[src/design/bhc_pkg.sv]
// ---------------------------------------------------------------------------
// bhc_pkg
// Types and constants of the bounded history cursor buffer.
// ---------------------------------------------------------------------------
`default_nettype none

package bhc_pkg;

	localparam int ENTRY_W = 32;
	localparam int CNT_W   = 5;

	// Limit register value after reset
	localparam logic [CNT_W-1:0] MAX_RESET = CNT_W'(16);

	typedef enum logic [1:0] {
		OP_ADD   = 2'd0,
		OP_NEXT  = 2'd1,
		OP_PREV  = 2'd2,
		OP_QUERY = 2'd3
	} op_t;

	typedef struct packed {
		op_t                op;
		logic [ENTRY_W-1:0] entry_value;
	} in_item_t;

	typedef struct packed {
		logic [ENTRY_W-1:0] entry_out;
		logic               entry_valid;
		logic               has_next;
		logic               has_previous;
		logic [CNT_W-1:0]   cursor_out;
		logic [CNT_W-1:0]   count_out;
	} out_item_t;

	typedef enum logic {
		ST_IDLE = 1'b0,
		ST_EXEC = 1'b1
	} state_t;

	// Controller to datapath commands
	typedef struct packed {
		logic capture;   // input transfer: latch item, start store read
		logic commit;    // update state and load the output register
	} ctl_cmd_t;

endpackage

`default_nettype wire

[src/design/bhc_ctrl.sv]
// ---------------------------------------------------------------------------
// bhc_ctrl
// Sequencer: accepts an item, waits for the store read, commits it when
// the output register is free, and tracks the output valid.
// ---------------------------------------------------------------------------
`default_nettype none

module bhc_ctrl (
	input  wire logic              clk,
	input  wire logic              arst_n,
	input  wire logic              in_valid,
	output logic                   in_stall,
	output logic                   out_valid,
	input  wire logic              out_stall,
	output bhc_pkg::ctl_cmd_t      cmd
);
	import bhc_pkg::*;

	state_t state_q;
	state_t state_d;
	logic   out_valid_q;
	logic   out_free;

	assign out_free  = !out_valid_q || !out_stall;
	assign out_valid = out_valid_q;

	// State register
	always_ff @(posedge clk or negedge arst_n) begin
		if (!arst_n) begin
			state_q <= ST_IDLE;
		end else begin
			state_q <= state_d;
		end
	end

	// Next state and commands
	always_comb begin
		state_d     = state_q;
		in_stall    = 1'b1;
		cmd.capture = 1'b0;
		cmd.commit  = 1'b0;
		case (state_q)
			ST_IDLE: begin
				in_stall = 1'b0;
				if (in_valid) begin
					cmd.capture = 1'b1;
					state_d     = ST_EXEC;
				end
			end
			ST_EXEC: begin
				if (out_free) begin
					cmd.commit = 1'b1;
					state_d    = ST_IDLE;
				end
			end
			default: begin
				state_d = ST_IDLE;
			end
		endcase
	end

	// Output valid: set on commit, cleared on an output transfer
	always_ff @(posedge clk or negedge arst_n) begin
		if (!arst_n) begin
			out_valid_q <= 1'b0;
		end else if (cmd.commit) begin
			out_valid_q <= 1'b1;
		end else if (!out_stall) begin
			out_valid_q <= 1'b0;
		end
	end

endmodule

`default_nettype wire

[src/design/bhc_dpath.sv]
// ---------------------------------------------------------------------------
// bhc_dpath
// History state, entry ring memory, limit register and output register.
// ---------------------------------------------------------------------------
`default_nettype none

module bhc_dpath #(
	parameter int DEPTH = 16
) (
	input  wire logic                       clk,
	input  wire logic                       arst_n,
	input  wire bhc_pkg::ctl_cmd_t          cmd,
	input  wire bhc_pkg::in_item_t          in_data,
	input  wire logic                       cfg_we,
	input  wire logic [bhc_pkg::CNT_W-1:0]  cfg_data,
	output bhc_pkg::out_item_t              out_data
);
	import bhc_pkg::*;

	localparam int IDX_W   = (DEPTH > 1) ? $clog2(DEPTH) : 1;
	localparam int SUM_W   = ((IDX_W > CNT_W) ? IDX_W : CNT_W) + 1;
	localparam int LIM_CAP = (DEPTH < 31) ? DEPTH : 31;

	localparam logic [SUM_W-1:0] DEPTH_S  = SUM_W'(DEPTH);
	localparam logic [IDX_W-1:0] LAST_IDX = IDX_W'(DEPTH - 1);
	localparam logic [CNT_W-1:0] LIM_MAX  = CNT_W'(LIM_CAP);
	localparam logic [CNT_W-1:0] ONE      = CNT_W'(1);

	// Ring position of the pos-th oldest entry
	function automatic logic [IDX_W-1:0] slot_of(input logic [IDX_W-1:0] base,
			input logic [CNT_W-1:0] pos);
		logic [SUM_W-1:0] s;
		s = SUM_W'(base) + SUM_W'(pos);
		if (s >= DEPTH_S) begin
			s = s - DEPTH_S;
		end
		return s[IDX_W-1:0];
	endfunction

	logic [ENTRY_W-1:0] store_q [DEPTH];
	logic [ENTRY_W-1:0] rd_data_q;
	logic [CNT_W-1:0]   max_q;
	logic [IDX_W-1:0]   oldest_q;
	logic [CNT_W-1:0]   count_q;
	logic [CNT_W-1:0]   cursor_q;
	op_t                op_q;
	logic [ENTRY_W-1:0] value_q;
	out_item_t          out_q;

	logic [CNT_W-1:0]   fwd_cur;
	logic [CNT_W-1:0]   rd_pos;
	logic [IDX_W-1:0]   rd_addr;
	logic [CNT_W-1:0]   limit;
	logic               dup;
	logic               evict;
	logic               wr_en;
	logic [IDX_W-1:0]   wr_addr;
	logic [IDX_W-1:0]   oldest_d;
	logic [CNT_W-1:0]   count_d;
	logic [CNT_W-1:0]   cursor_d;
	logic [ENTRY_W-1:0] entry_d;
	logic               entry_valid_d;

	// Limit register
	always_ff @(posedge clk or negedge arst_n) begin
		if (!arst_n) begin
			max_q <= MAX_RESET;
		end else if (cfg_we) begin
			max_q <= cfg_data;
		end
	end

	// Effective limit, clamped to at least one and at most the ring size or 31, whichever is smaller
	always_comb begin
		if (max_q == '0) begin
			limit = ONE;
		end else if (max_q > LIM_MAX) begin
			limit = LIM_MAX;
		end else begin
			limit = max_q;
		end
	end

	// Cursor after a forward step
	assign fwd_cur = (cursor_q < count_q) ? cursor_q + ONE : cursor_q;

	// Read position chosen from the incoming op
	always_comb begin
		rd_pos = '0;
		case (in_data.op)
			OP_ADD:  rd_pos = (count_q != '0) ? count_q - ONE : '0;
			OP_NEXT: rd_pos = (fwd_cur != '0) ? fwd_cur - ONE : '0;
			OP_PREV: rd_pos = (cursor_q > ONE) ? cursor_q - CNT_W'(2) : '0;
			OP_QUERY: rd_pos = '0;
			default: rd_pos = '0;
		endcase
	end

	assign rd_addr = slot_of(oldest_q, rd_pos);

	// Item latch and registered store read
	always_ff @(posedge clk) begin
		if (cmd.capture) begin
			op_q      <= in_data.op;
			value_q   <= in_data.entry_value;
			rd_data_q <= store_q[rd_addr];
		end
	end

	// Update of the history for the latched item
	always_comb begin
		dup           = (count_q != '0) && (rd_data_q == value_q);
		evict         = (count_q >= limit);
		wr_en         = 1'b0;
		wr_addr       = slot_of(oldest_q, count_q);
		oldest_d      = oldest_q;
		count_d       = count_q;
		cursor_d      = cursor_q;
		entry_d       = '0;
		entry_valid_d = 1'b0;
		case (op_q)
			OP_ADD: begin
				if (dup) begin
					cursor_d = count_q;
				end else begin
					wr_en = 1'b1;
					if (evict) begin
						oldest_d = (oldest_q == LAST_IDX) ? '0 : oldest_q + IDX_W'(1);
					end else begin
						count_d = count_q + ONE;
					end
					cursor_d = evict ? count_q : count_q + ONE;
				end
			end
			OP_NEXT: begin
				cursor_d = fwd_cur;
				if (fwd_cur != '0) begin
					entry_d       = rd_data_q;
					entry_valid_d = 1'b1;
				end
			end
			OP_PREV: begin
				if (cursor_q > ONE) begin
					cursor_d      = cursor_q - ONE;
					entry_d       = rd_data_q;
					entry_valid_d = 1'b1;
				end else if (count_q != '0) begin
					entry_d       = rd_data_q;
					entry_valid_d = 1'b1;
				end
			end
			OP_QUERY: begin
				cursor_d = cursor_q;
			end
			default: begin
				cursor_d = cursor_q;
			end
		endcase
	end

	// History state registers
	always_ff @(posedge clk or negedge arst_n) begin
		if (!arst_n) begin
			oldest_q <= '0;
			count_q  <= '0;
			cursor_q <= '0;
		end else if (cmd.commit) begin
			oldest_q <= oldest_d;
			count_q  <= count_d;
			cursor_q <= cursor_d;
		end
	end

	// Ring memory write
	always_ff @(posedge clk) begin
		if (cmd.commit && wr_en) begin
			store_q[wr_addr] <= value_q;
		end
	end

	// Output register
	always_ff @(posedge clk) begin
		if (cmd.commit) begin
			out_q.entry_out    <= entry_d;
			out_q.entry_valid  <= entry_valid_d;
			out_q.has_next     <= (cursor_d < count_d);
			out_q.has_previous <= (cursor_d > ONE);
			out_q.cursor_out   <= cursor_d;
			out_q.count_out    <= count_d;
		end
	end

	assign out_data = out_q;

endmodule

`default_nettype wire

[src/design/bounded_history_cursor_buffer_top.sv]
// ---------------------------------------------------------------------------
// bounded_history_cursor_buffer_top
// Back/forward history of entry words in a ring with a one-based cursor.
// ---------------------------------------------------------------------------
// Usage:
//   Input channel in_valid/in_stall carries op and entry_value; output channel
//   out_valid/out_stall returns one result per item. A transfer happens on a
//   clock edge with valid high and stall low.
//   cfg_valid/cfg_ready writes the max_entries limit; cfg_ready is always high.
//   Write it only while no item is in flight.
// Sequencing:
//   The input transfer latches the item and registers the ring memory read;
//   the commit then updates the history and loads the output register. A new
//   item is taken only after the current one commits; in_stall is high meanwhile.
// Reset:
//   Count, cursor and oldest index clear, the limit returns to 16. The ring
//   memory is not cleared; entries are only used after being written.
// Stall:
//   A stalled result holds in the output register. One more item can be taken
//   and read meanwhile; it commits once the held result transfers.
// ---------------------------------------------------------------------------
`default_nettype none

module bounded_history_cursor_buffer_top #(
	parameter int DEPTH = 16
) (
	input  wire logic                       clk,
	input  wire logic                       arst_n,
	input  wire logic                       in_valid,
	output logic                            in_stall,
	input  wire bhc_pkg::in_item_t          in_data,
	output logic                            out_valid,
	input  wire logic                       out_stall,
	output bhc_pkg::out_item_t              out_data,
	input  wire logic                       cfg_valid,
	output logic                            cfg_ready,
	input  wire logic [bhc_pkg::CNT_W-1:0]  cfg_data
);
	import bhc_pkg::*;

	ctl_cmd_t cmd;

	assign cfg_ready = 1'b1;

	// Sequencer
	bhc_ctrl u_ctrl (
		.clk       (clk),
		.arst_n    (arst_n),
		.in_valid  (in_valid),
		.in_stall  (in_stall),
		.out_valid (out_valid),
		.out_stall (out_stall),
		.cmd       (cmd)
	);

	// History datapath
	bhc_dpath #(
		.DEPTH (DEPTH)
	) u_dpath (
		.clk      (clk),
		.arst_n   (arst_n),
		.cmd      (cmd),
		.in_data  (in_data),
		.cfg_we   (cfg_valid && cfg_ready),
		.cfg_data (cfg_data),
		.out_data (out_data)
	);

endmodule

`default_nettype wire

[config.mk]
export PLATFORM = sky130hd
export DESIGN_NAME = bounded_history_cursor_buffer_top
export DESIGN_NICKNAME = d
export VERILOG_FILES = /design/src/design/bhc_pkg.sv /design/src/design/bhc_ctrl.sv /design/src/design/bhc_dpath.sv /design/src/design/bounded_history_cursor_buffer_top.sv
export SDC_FILE = /design/constraint.sdc
export NUM_CORES = 1
export LEC_CHECK = 0
export ABC_CLOCK_PERIOD_IN_PS = 5800
export BUFFER_PORTS_ARGS = -buffer_cell sky130_fd_sc_hd__buf_2
export CELL_PAD_IN_SITES_DETAIL_PLACEMENT = 1
export CELL_PAD_IN_SITES_GLOBAL_PLACEMENT = 1
export CORE_MARGIN = 5
export CORE_UTILIZATION = 54
export CTS_CLUSTER_DIAMETER = 150
export DETAILED_ROUTE_END_ITERATION = 8
export PLACE_DENSITY_LB_ADDON = 0.08
export SLEW_MARGIN = 20
export SYNTH_ARGS = -nofsm -noshare
export SYNTH_HDL_FRONTEND = slang
export SYNTH_SLANG_ARGS = --single-unit
[constraint.sdc]
create_clock -name clk -period 5.8 [get_ports clk]
set_input_delay 0.29 -clock clk [delete_from_list [all_inputs] [get_ports clk]]
set_output_delay 0.29 -clock clk [all_outputs]
set_load 0.005 [all_outputs]
Word level (Yosys, flattened, before mapping)
Memories as Yosys holds them, arrays and structs flattened. A register that Yosys moved wholly into a read port is not among the register bits.
Cells that the tools add are included.
{"block": "totals", "regBits": 100, "ram_bits": 512, "input_bits": 44, "word_cells": 92, "n_memories": 1}
{"memory": "u_dpath.store_q", "depth": 16, "width": 32, "read_ports": 1, "rd_clocked_by_memory_dff": 1, "write_ports": 1, "line": "bhc_dpath.sv:40", "source": "logic [ENTRY_W-1:0] store_q [DEPTH];"}
{"block": "classes", "n_addsub": 11, "magnitude_cmp": 8, "eq_ne": 9, "muxes": 36, "bitwise": 2, "reduce_logical": 11}
{"op": "$mux 32", "count": 3}
{"op": "$pmux 32 s2", "count": 1}
{"op": "$mux 5", "count": 10}
{"op": "$pmux 5 s4", "count": 2}
{"op": "$eq 32x32->1", "count": 1}
{"op": "$mux 1", "count": 15}
{"op": "$sub 5x1->5 const B", "count": 3}
{"op": "$add 4x5->6", "count": 2}
{"op": "$ge 6x5->1 const B", "count": 2}
{"op": "$mux 4", "count": 3}
{"op": "$add 5x1->5 const B", "count": 2}
{"op": "$gt 5x1->1 const B", "count": 2}
{"op": "$lt 5x5->1", "count": 2}
{"op": "$reduce_bool 5->1", "count": 2}
{"op": "$eq 2x2->1 const B", "count": 4}
{"op": "$sub 4x1->4 const B", "count": 2}
{"op": "$ge 5x5->1", "count": 1}
{"op": "$gt 5x5->1 const B", "count": 1}
{"op": "$logic_not 5->1", "count": 1}
{"op": "$sub 5x2->5 const B", "count": 1}
{"op": "$add 4x1->4 const B", "count": 1}
{"op": "$eq 2x1->1 const B", "count": 2}
{"op": "$eq 4x4->1 const B", "count": 1}
{"op": "$logic_not 2->1", "count": 2}
{"op": "other kinds (7)", "count": 11}

Longest topological paths before layout
{"block": "depth", "word_depth": 8, "mapped_depth": 22, "ltp_nobuf": 19}

Cells and area by module
A second synthesis with hierarchy kept.
{"block": "unflattened", "cells_unflattened": 1254, "hier_area_um2": 25738.4}
{"mod": "bhc_dpath", "instances": 1, "cells_each": 1246, "area_per_inst_um2": 25643.3, "seq_area_each_um2": 19184.6}
{"mod": "bhc_ctrl", "instances": 1, "cells_each": 6, "area_per_inst_um2": 83.8, "seq_area_each_um2": 50.0}
{"mod": "bounded_history_cursor_buffer_top", "instances": 1, "cells_each": 2, "area_per_inst_um2": 11.3, "seq_area_each_um2": 0.0}

Worst setup path after synthesis
No wires, ideal clock.
{"block": "synth_path", "path_kind": "reg2reg", "startpoint": "register u_dpath.count_q[2]", "endpoint": "register u_dpath.rd_data_q[0], read port of u_dpath.store_q, data pin", "arrival_ns": 4.446, "t_required_ns": 5.530, "slack_ns": 1.084, "stages_incl_launch_ff": 22, "n_path_buf": 2, "synth_period_minus_slack_ns": 4.716, "cell_sequence": "dfrtp_1 buf_2 inv_1 ha_1 nand2_1 o21a_2 o21ai_2 inv_1 nor2_1 a21oi_1 ha_1 o2111ai_1 o22a_2 a31oi_1 o21ai_0 ha_1 inv_1 fa_1 xnor2_1 clkbuf_1 mux2i_1 mux2i_1"}
{"block": "synth_between", "elab_chain_len": 8, "elab_cells_between_ends": 13, "classes_between": "4 x add/sub; 2 x order compare; 5 x mux; 2 x reduce/logical"}
{"item": "from (decl)", "line": "bhc_dpath.sv:44", "source": "logic [CNT_W-1:0] count_q;"}
{"item": "from (signal assigned)", "line": "bhc_dpath.sv:169", "source": "count_q <= count_d;"}
{"item": "$lt 5x5->1", "line": "bhc_dpath.sv:85", "source": "assign fwd_cur = (cursor_q < count_q) ? cursor_q + ONE : cursor_q;"}
{"item": "$mux 5", "line": "bhc_dpath.sv:85"}
{"item": "$sub 5x1->5 / $reduce_bool 5->1 (equally long branches)", "line": "bhc_dpath.sv:92", "source": "OP_NEXT: rd_pos = (fwd_cur != '0) ? fwd_cur - ONE : '0;"}
{"item": "$mux 5", "line": "bhc_dpath.sv:92"}
{"item": "$pmux 5 s4 (*)", "line": "bhc_dpath.sv:90", "source": "case (in_data.op)"}
{"item": "$add 4x5->6 (*)", "line": "bhc_dpath.sv:33", "source": "s = SUM_W'(base) + SUM_W'(pos);"}
{"item": "$ge 6x5->1 / $sub 4x1->4 (equally long branches)", "line": "bhc_dpath.sv:34, bhc_dpath.sv:35"}
{"item": "$mux 4 (*)", "line": "bhc_dpath.sv:34", "source": "if (s >= DEPTH_S) begin"}
{"item": "to (decl)", "line": "bhc_dpath.sv:41", "source": "logic [ENTRY_W-1:0] rd_data_q;"}
Every way passes the cells marked *; elsewhere a longest branch is shown, timed or not.
A chain may end at the register's enable or synchronous reset.

Worst setup path in the final report
{"block": "layout_path", "startpoint": "register u_dpath.count_q[1]", "endpoint": "register u_dpath.rd_data_q[28], read port of u_dpath.store_q, data pin"}
The elaborated chain is that of the path after synthesis.

==> flow_summary.json <==
{
  "ys_ff_latch": 644,
  "timing.final.hold_violations": 0,
  "initial_antenna_violation_count": 2,
  "detailroute.via_count": 12800,
  "drt-pass1-iter-count": 5,
  "synthCells": 1274,
  "timing.max_cap.violations": 0,
  "final.fill_count": 3914,
  "hold_class": "input pin to flip-flop",
  "floorplan.initialDensity": 0.545,
  "run_status": "finished clean",
  "clock_sink_count": 644,
  "path_clk_slew_ps": 60,
  "worstSetupStartpointType": "flip-flop",
  "postLayoutCoreUtil": 0.630,
  "setup_repair_after_global_routing_missed_its_margin": "no",
  "hold_start": "cfg_valid",
  "r2r_setup_slack_ps": 420,
  "finalCritPeriodShare": 0.927,
  "diodes": 0,
  "cts_root_buffer": "sky130_fd_sc_hd__clkbuf_16",
  "finalSetupViolCount": 0,
  "drt_iter0_markers": 1218,
  "synth_area_sq_um": 25900,
  "seq_area_sq_um": 19200,
  "crit_top_cell": "sky130_fd_sc_hd__inv_1",
  "die_w_um": 229,
  "final_layout_size_suffix_gt1_frac": 0.256,
  "synth-edff-count": 623,
  "areaGrowthSynthToFinish_pct": 15.6,
  "tritoncts_clock_tree": "yes",
  "synth.lib_cells_used.distinct": 66,
  "crit_end_category": "flip-flop",
  "ctsResizeCount": 0,
  "ctsHtreeMaxLevel": 3,
  "coreArea_sq_um": 47500,
  "viasPerCell": 6.00,
  "worst_pin_slew_ps": 1050,
  "grt_pass1_vias": 13900,
  "p_leak_nw": 10.1,
  "post-place-cells": 1961,
  "worst_ep_required_time_ps": 6120,
  "clock_insertion_delay_worst_skew_ps": 590,
  "power.density_cell_area_nw_per_um2": 651,
  "critical_path.cell_chain": "inv_1 > ha_1 > nand2_1 > o21a_2 > o21ai_2 > inv_1 > nor2_1 > a21oi_1 > ha_1 > o2111ai_1 > o22a_2 > a31oi_1 > o21ai_0 > ha_4 > inv_1 > fa_4 > buf_12 > mux4_2 > mux2i_1 > mux2i_1",
  "routed_wire_length_per_instance_um": 28.7,
  "crit_fanout": 43,
  "peakVddDrop_uv": 705,
  "drc_errors": 0,
  "syn-num-nets": 1357,
  "critical_path.slowest_cell": "sky130_fd_sc_hd__fa_4",
  "reg2regPathDepth": 20,
  "ctsLongestPathBuffers": 3,
  "nets": 1543,
  "finalClockSkew_ps": 21.1,
  "r2r-end": "u_dpath.rd_data_q[28]$_DFFE_PP_",
  "max_clock_freq_mhz": 186,
  "fraction_of_the_yosys_area_taken_by_sequential_cells": 0.743,
  "maximum_number_of_pins_on_one_net_before_global_route_repair": 65,
  "maxSlewHeadroom": 0.296,
  "timing.critical_path.to": "u_dpath.rd_data_q[28]$_DFFE_PP_",
  "min_period_ps": 5380,
  "final_cell_count_no_fill": 2125,
  "gp_routability_congestion": 0.821,
  "r2r_start": "u_dpath.count_q[1]$_DFFE_PN0P_",
  "totalWireLength_mm": 61.0,
  "timing.critical_path.buf_inv": 4,
  "post_synth.cell_area_avg_sq_um": 20.3,
  "cp-startpoint": "u_dpath.count_q[1]$_DFFE_PN0P_",
  "synthesis.yosys.warnings": 0,
  "async_reset_ff_frac": 0.0326,
  "setup_total_negative_slack_ps": 0,
  "globalRouteTotalUtil": 0.236,
  "io_pins": 92,
  "dieHeight_um": 229,
  "globalRouteOverflowTotal": 0,
  "detailedPlacementHpwl_mm": 32.3,
  "grt_pass1_wl_mm": 91.7,
  "rows": 80,
  "route.antenna.remaining_nets": 0,
  "inserted_clock_buffers": 68,
  "count_of_buffers_inserted_at_the_top_level_ports": 90,
  "critical_path.max_stage_delay_ps": 1040,
  "die-area_sq_um": 52400,
  "final-max-slew-violation-count": 0,
  "multi_input_comb_area_sq_um": 6520,
  "critical_path_class": "flip-flop to flip-flop",
  "critPathTopFamily": "adder cells",
  "critical_path_arrival_ps": 5700,
  "postSynth.topFlopCell": "sky130_fd_sc_hd__edfxtp_1",
  "critical_path_depth": 20
}
[cell usage in the layout (no fill, tap or decap), drive strengths merged, types with 24 or more instances in the layout]
cell type	synthesis	routed
mux2i	99	99
dlygate4sd3	0	44
ha	37	37
clkinv	0	30
xor2	35	35
mux4	128	128
buf	20	121
nor2	37	37
xnor2	24	24
nand2	39	39
edfxtp	623	623
and2	34	34
inv	27	29
clkbuf	29	83
[through the flow]
step / hold WS, ps / worst slack, ps / instance area [sq um] / total power (W)
floorplan: -5.59 / 1080 / 25900 / 0.0129
global placement: 297 / 594 / 27400 / 0.0153
detailed placement: 305 / 410 / 27400 / 0.0156
CTS: 12.2 / 395 / 29900 / 0.0198
global route: 29.9 / 28.1 / 29900 / 0.0205
finish: 41.7 / 421 / 29900 / 0.0195
[cell usage after synthesis (2+ instances only)]
library cell / number / area, sq um
sky130_fd_sc_hd__ha_1: 37 / 463
sky130_fd_sc_hd__a2111oi_4: 2 / 55.1
sky130_fd_sc_hd__nor2_1: 37 / 139
sky130_fd_sc_hd__nor4_1: 8 / 50.1
sky130_fd_sc_hd__nand2b_1: 4 / 25.0
sky130_fd_sc_hd__xnor2_1: 22 / 193
sky130_fd_sc_hd__a31oi_1: 2 / 12.5
sky130_fd_sc_hd__dfrtp_1: 20 / 500
sky130_fd_sc_hd__a21oi_1: 10 / 50.1
sky130_fd_sc_hd__buf_4: 2 / 15.0
sky130_fd_sc_hd__o2111ai_1: 2 / 17.5
sky130_fd_sc_hd__buf_2: 3 / 15.0
sky130_fd_sc_hd__inv_1: 26 / 97.6
sky130_fd_sc_hd__nand2_1: 38 / 143
sky130_fd_sc_hd__a221oi_1: 3 / 26.3
sky130_fd_sc_hd__or3_1: 2 / 12.5
sky130_fd_sc_hd__and2_1: 34 / 213
sky130_fd_sc_hd__mux2i_1: 99 / 991
sky130_fd_sc_hd__nor3_1: 7 / 35.0
sky130_fd_sc_hd__nand3_1: 10 / 50.1
sky130_fd_sc_hd__a211oi_1: 3 / 22.5
sky130_fd_sc_hd__buf_6: 3 / 33.8
sky130_fd_sc_hd__o21ai_0: 10 / 50.1
sky130_fd_sc_hd__o22ai_1: 2 / 12.5
sky130_fd_sc_hd__a211o_1: 2 / 17.5
sky130_fd_sc_hd__mux2_2: 9 / 101
sky130_fd_sc_hd__nor2b_1: 4 / 25.0
sky130_fd_sc_hd__o21ai_2: 2 / 17.5
sky130_fd_sc_hd__xor2_1: 35 / 307
sky130_fd_sc_hd__fa_1: 2 / 40.0
sky130_fd_sc_hd__o221ai_1: 2 / 17.5
sky130_fd_sc_hd__clkbuf_1: 29 / 109
sky130_fd_sc_hd__a2111oi_0: 3 / 26.3
sky130_fd_sc_hd__edfxtp_1: 623 / 18700
sky130_fd_sc_hd__mux4_2: 128 / 2880
sky130_fd_sc_hd__xnor2_2: 2 / 32.5
sky130_fd_sc_hd__a21o_1: 7 / 52.6
sky130_fd_sc_hd__buf_1: 12 / 45.0
[power breakdown]
group / internal (W) / switching, W
clock network: 0.00240 / 0.00172
logic: 0.00420 / 0.00463
registers: 0.00610 / 0.000449
total: 0.0127 / 0.00680
[worst reg2reg max path, cell delays in order, from the launching register on]
cell                        delay [ps]
sky130_fd_sc_hd__dfrtp_1           550
sky130_fd_sc_hd__inv_1             140
sky130_fd_sc_hd__ha_1              300
sky130_fd_sc_hd__nand2_1            70
sky130_fd_sc_hd__o21a_2            230
sky130_fd_sc_hd__o21ai_2           210
sky130_fd_sc_hd__inv_1             120
sky130_fd_sc_hd__nor2_1            120
sky130_fd_sc_hd__a21oi_1            80
sky130_fd_sc_hd__ha_1              230
sky130_fd_sc_hd__o2111ai_1         120
sky130_fd_sc_hd__o22a_2            200
sky130_fd_sc_hd__a31oi_1            80
sky130_fd_sc_hd__o21ai_0           330
sky130_fd_sc_hd__ha_4              190
sky130_fd_sc_hd__inv_1              50
sky130_fd_sc_hd__fa_4             1040
sky130_fd_sc_hd__buf_12            350
sky130_fd_sc_hd__mux4_2            360
sky130_fd_sc_hd__mux2i_1           220
sky130_fd_sc_hd__mux2i_1           120
[area by class of cell]
class,instances,area share
Sequential cell,644,0.643
Multi-Input combinational cell,554,0.218
Clock buffer,83,0.0594
Timing Repair Buffer,165,0.0409
Tap cell,615,0.0257
Clock inverter,37,0.0101
Inverter,27,0.00339
[worst min-delay path by stage]
stage	depth (start not counted)	end	slack (ps)
final	2	u_dpath.max_q[3]$_DFFE_PN0P_	40
after global routing	2	u_dpath.max_q[2]$_DFFE_PN0P_	30
after global placement	1	u_dpath.max_q[3]$_DFFE_PN0P_	300
after floorplan	0	u_ctrl.out_valid$_DFFE_PN0P_	-6
after CTS	2	u_dpath.max_q[3]$_DFFE_PN0P_	10
after detailed placement	1	u_dpath.max_q[3]$_DFFE_PN0P_	300
[metal layers]
layer	share of wire	routed length, um	GRT usage
met5	0.00021	13	0
met4	0.019	1190	0.0532
met3	0.052	3140	0.0443
met2	0.50	30600	0.395
met1	0.43	26100	0.330
[flip-flops by register name, summed over array words and instances, names as in the netlist]
signal             cells
u_ctrl.out_valid       1
u_ctrl.state_q         1
u_dpath.value_q       32
u_dpath.cursor_q       5
u_dpath.op_q           2
u_dpath.oldest_q       4
u_dpath.store_q      512
u_dpath.count_q        5
u_dpath.rd_data_q     32
u_dpath.out_data      45
u_dpath.max_q          5
[logic make-up (layout without fill, tap and decap cells)]
| logic type | count (synthesis) | in the layout | share of synthesized area |
|---|---|---|---|
| compound gates | 66 | 66 | 0.0207 |
| other cells | 1 | 1 | 0.000145 |
| fa+ha+maj | 39 | 39 | 0.0194 |
| flops | 644 | 644 | 0.743 |
| buf+inv | 76 | 312 | 0.0123 |
| simple gates | 153 | 153 | 0.0305 |
| mux | 236 | 236 | 0.154 |
| xor+xnor | 59 | 59 | 0.0205 |
[timing repair]
item	CTS	global route
setup buffers	0	0
hold buffers	44	0
endpoints found under the hold margin	61	0
Note: power is estimated with default switching activity, not from simulation.
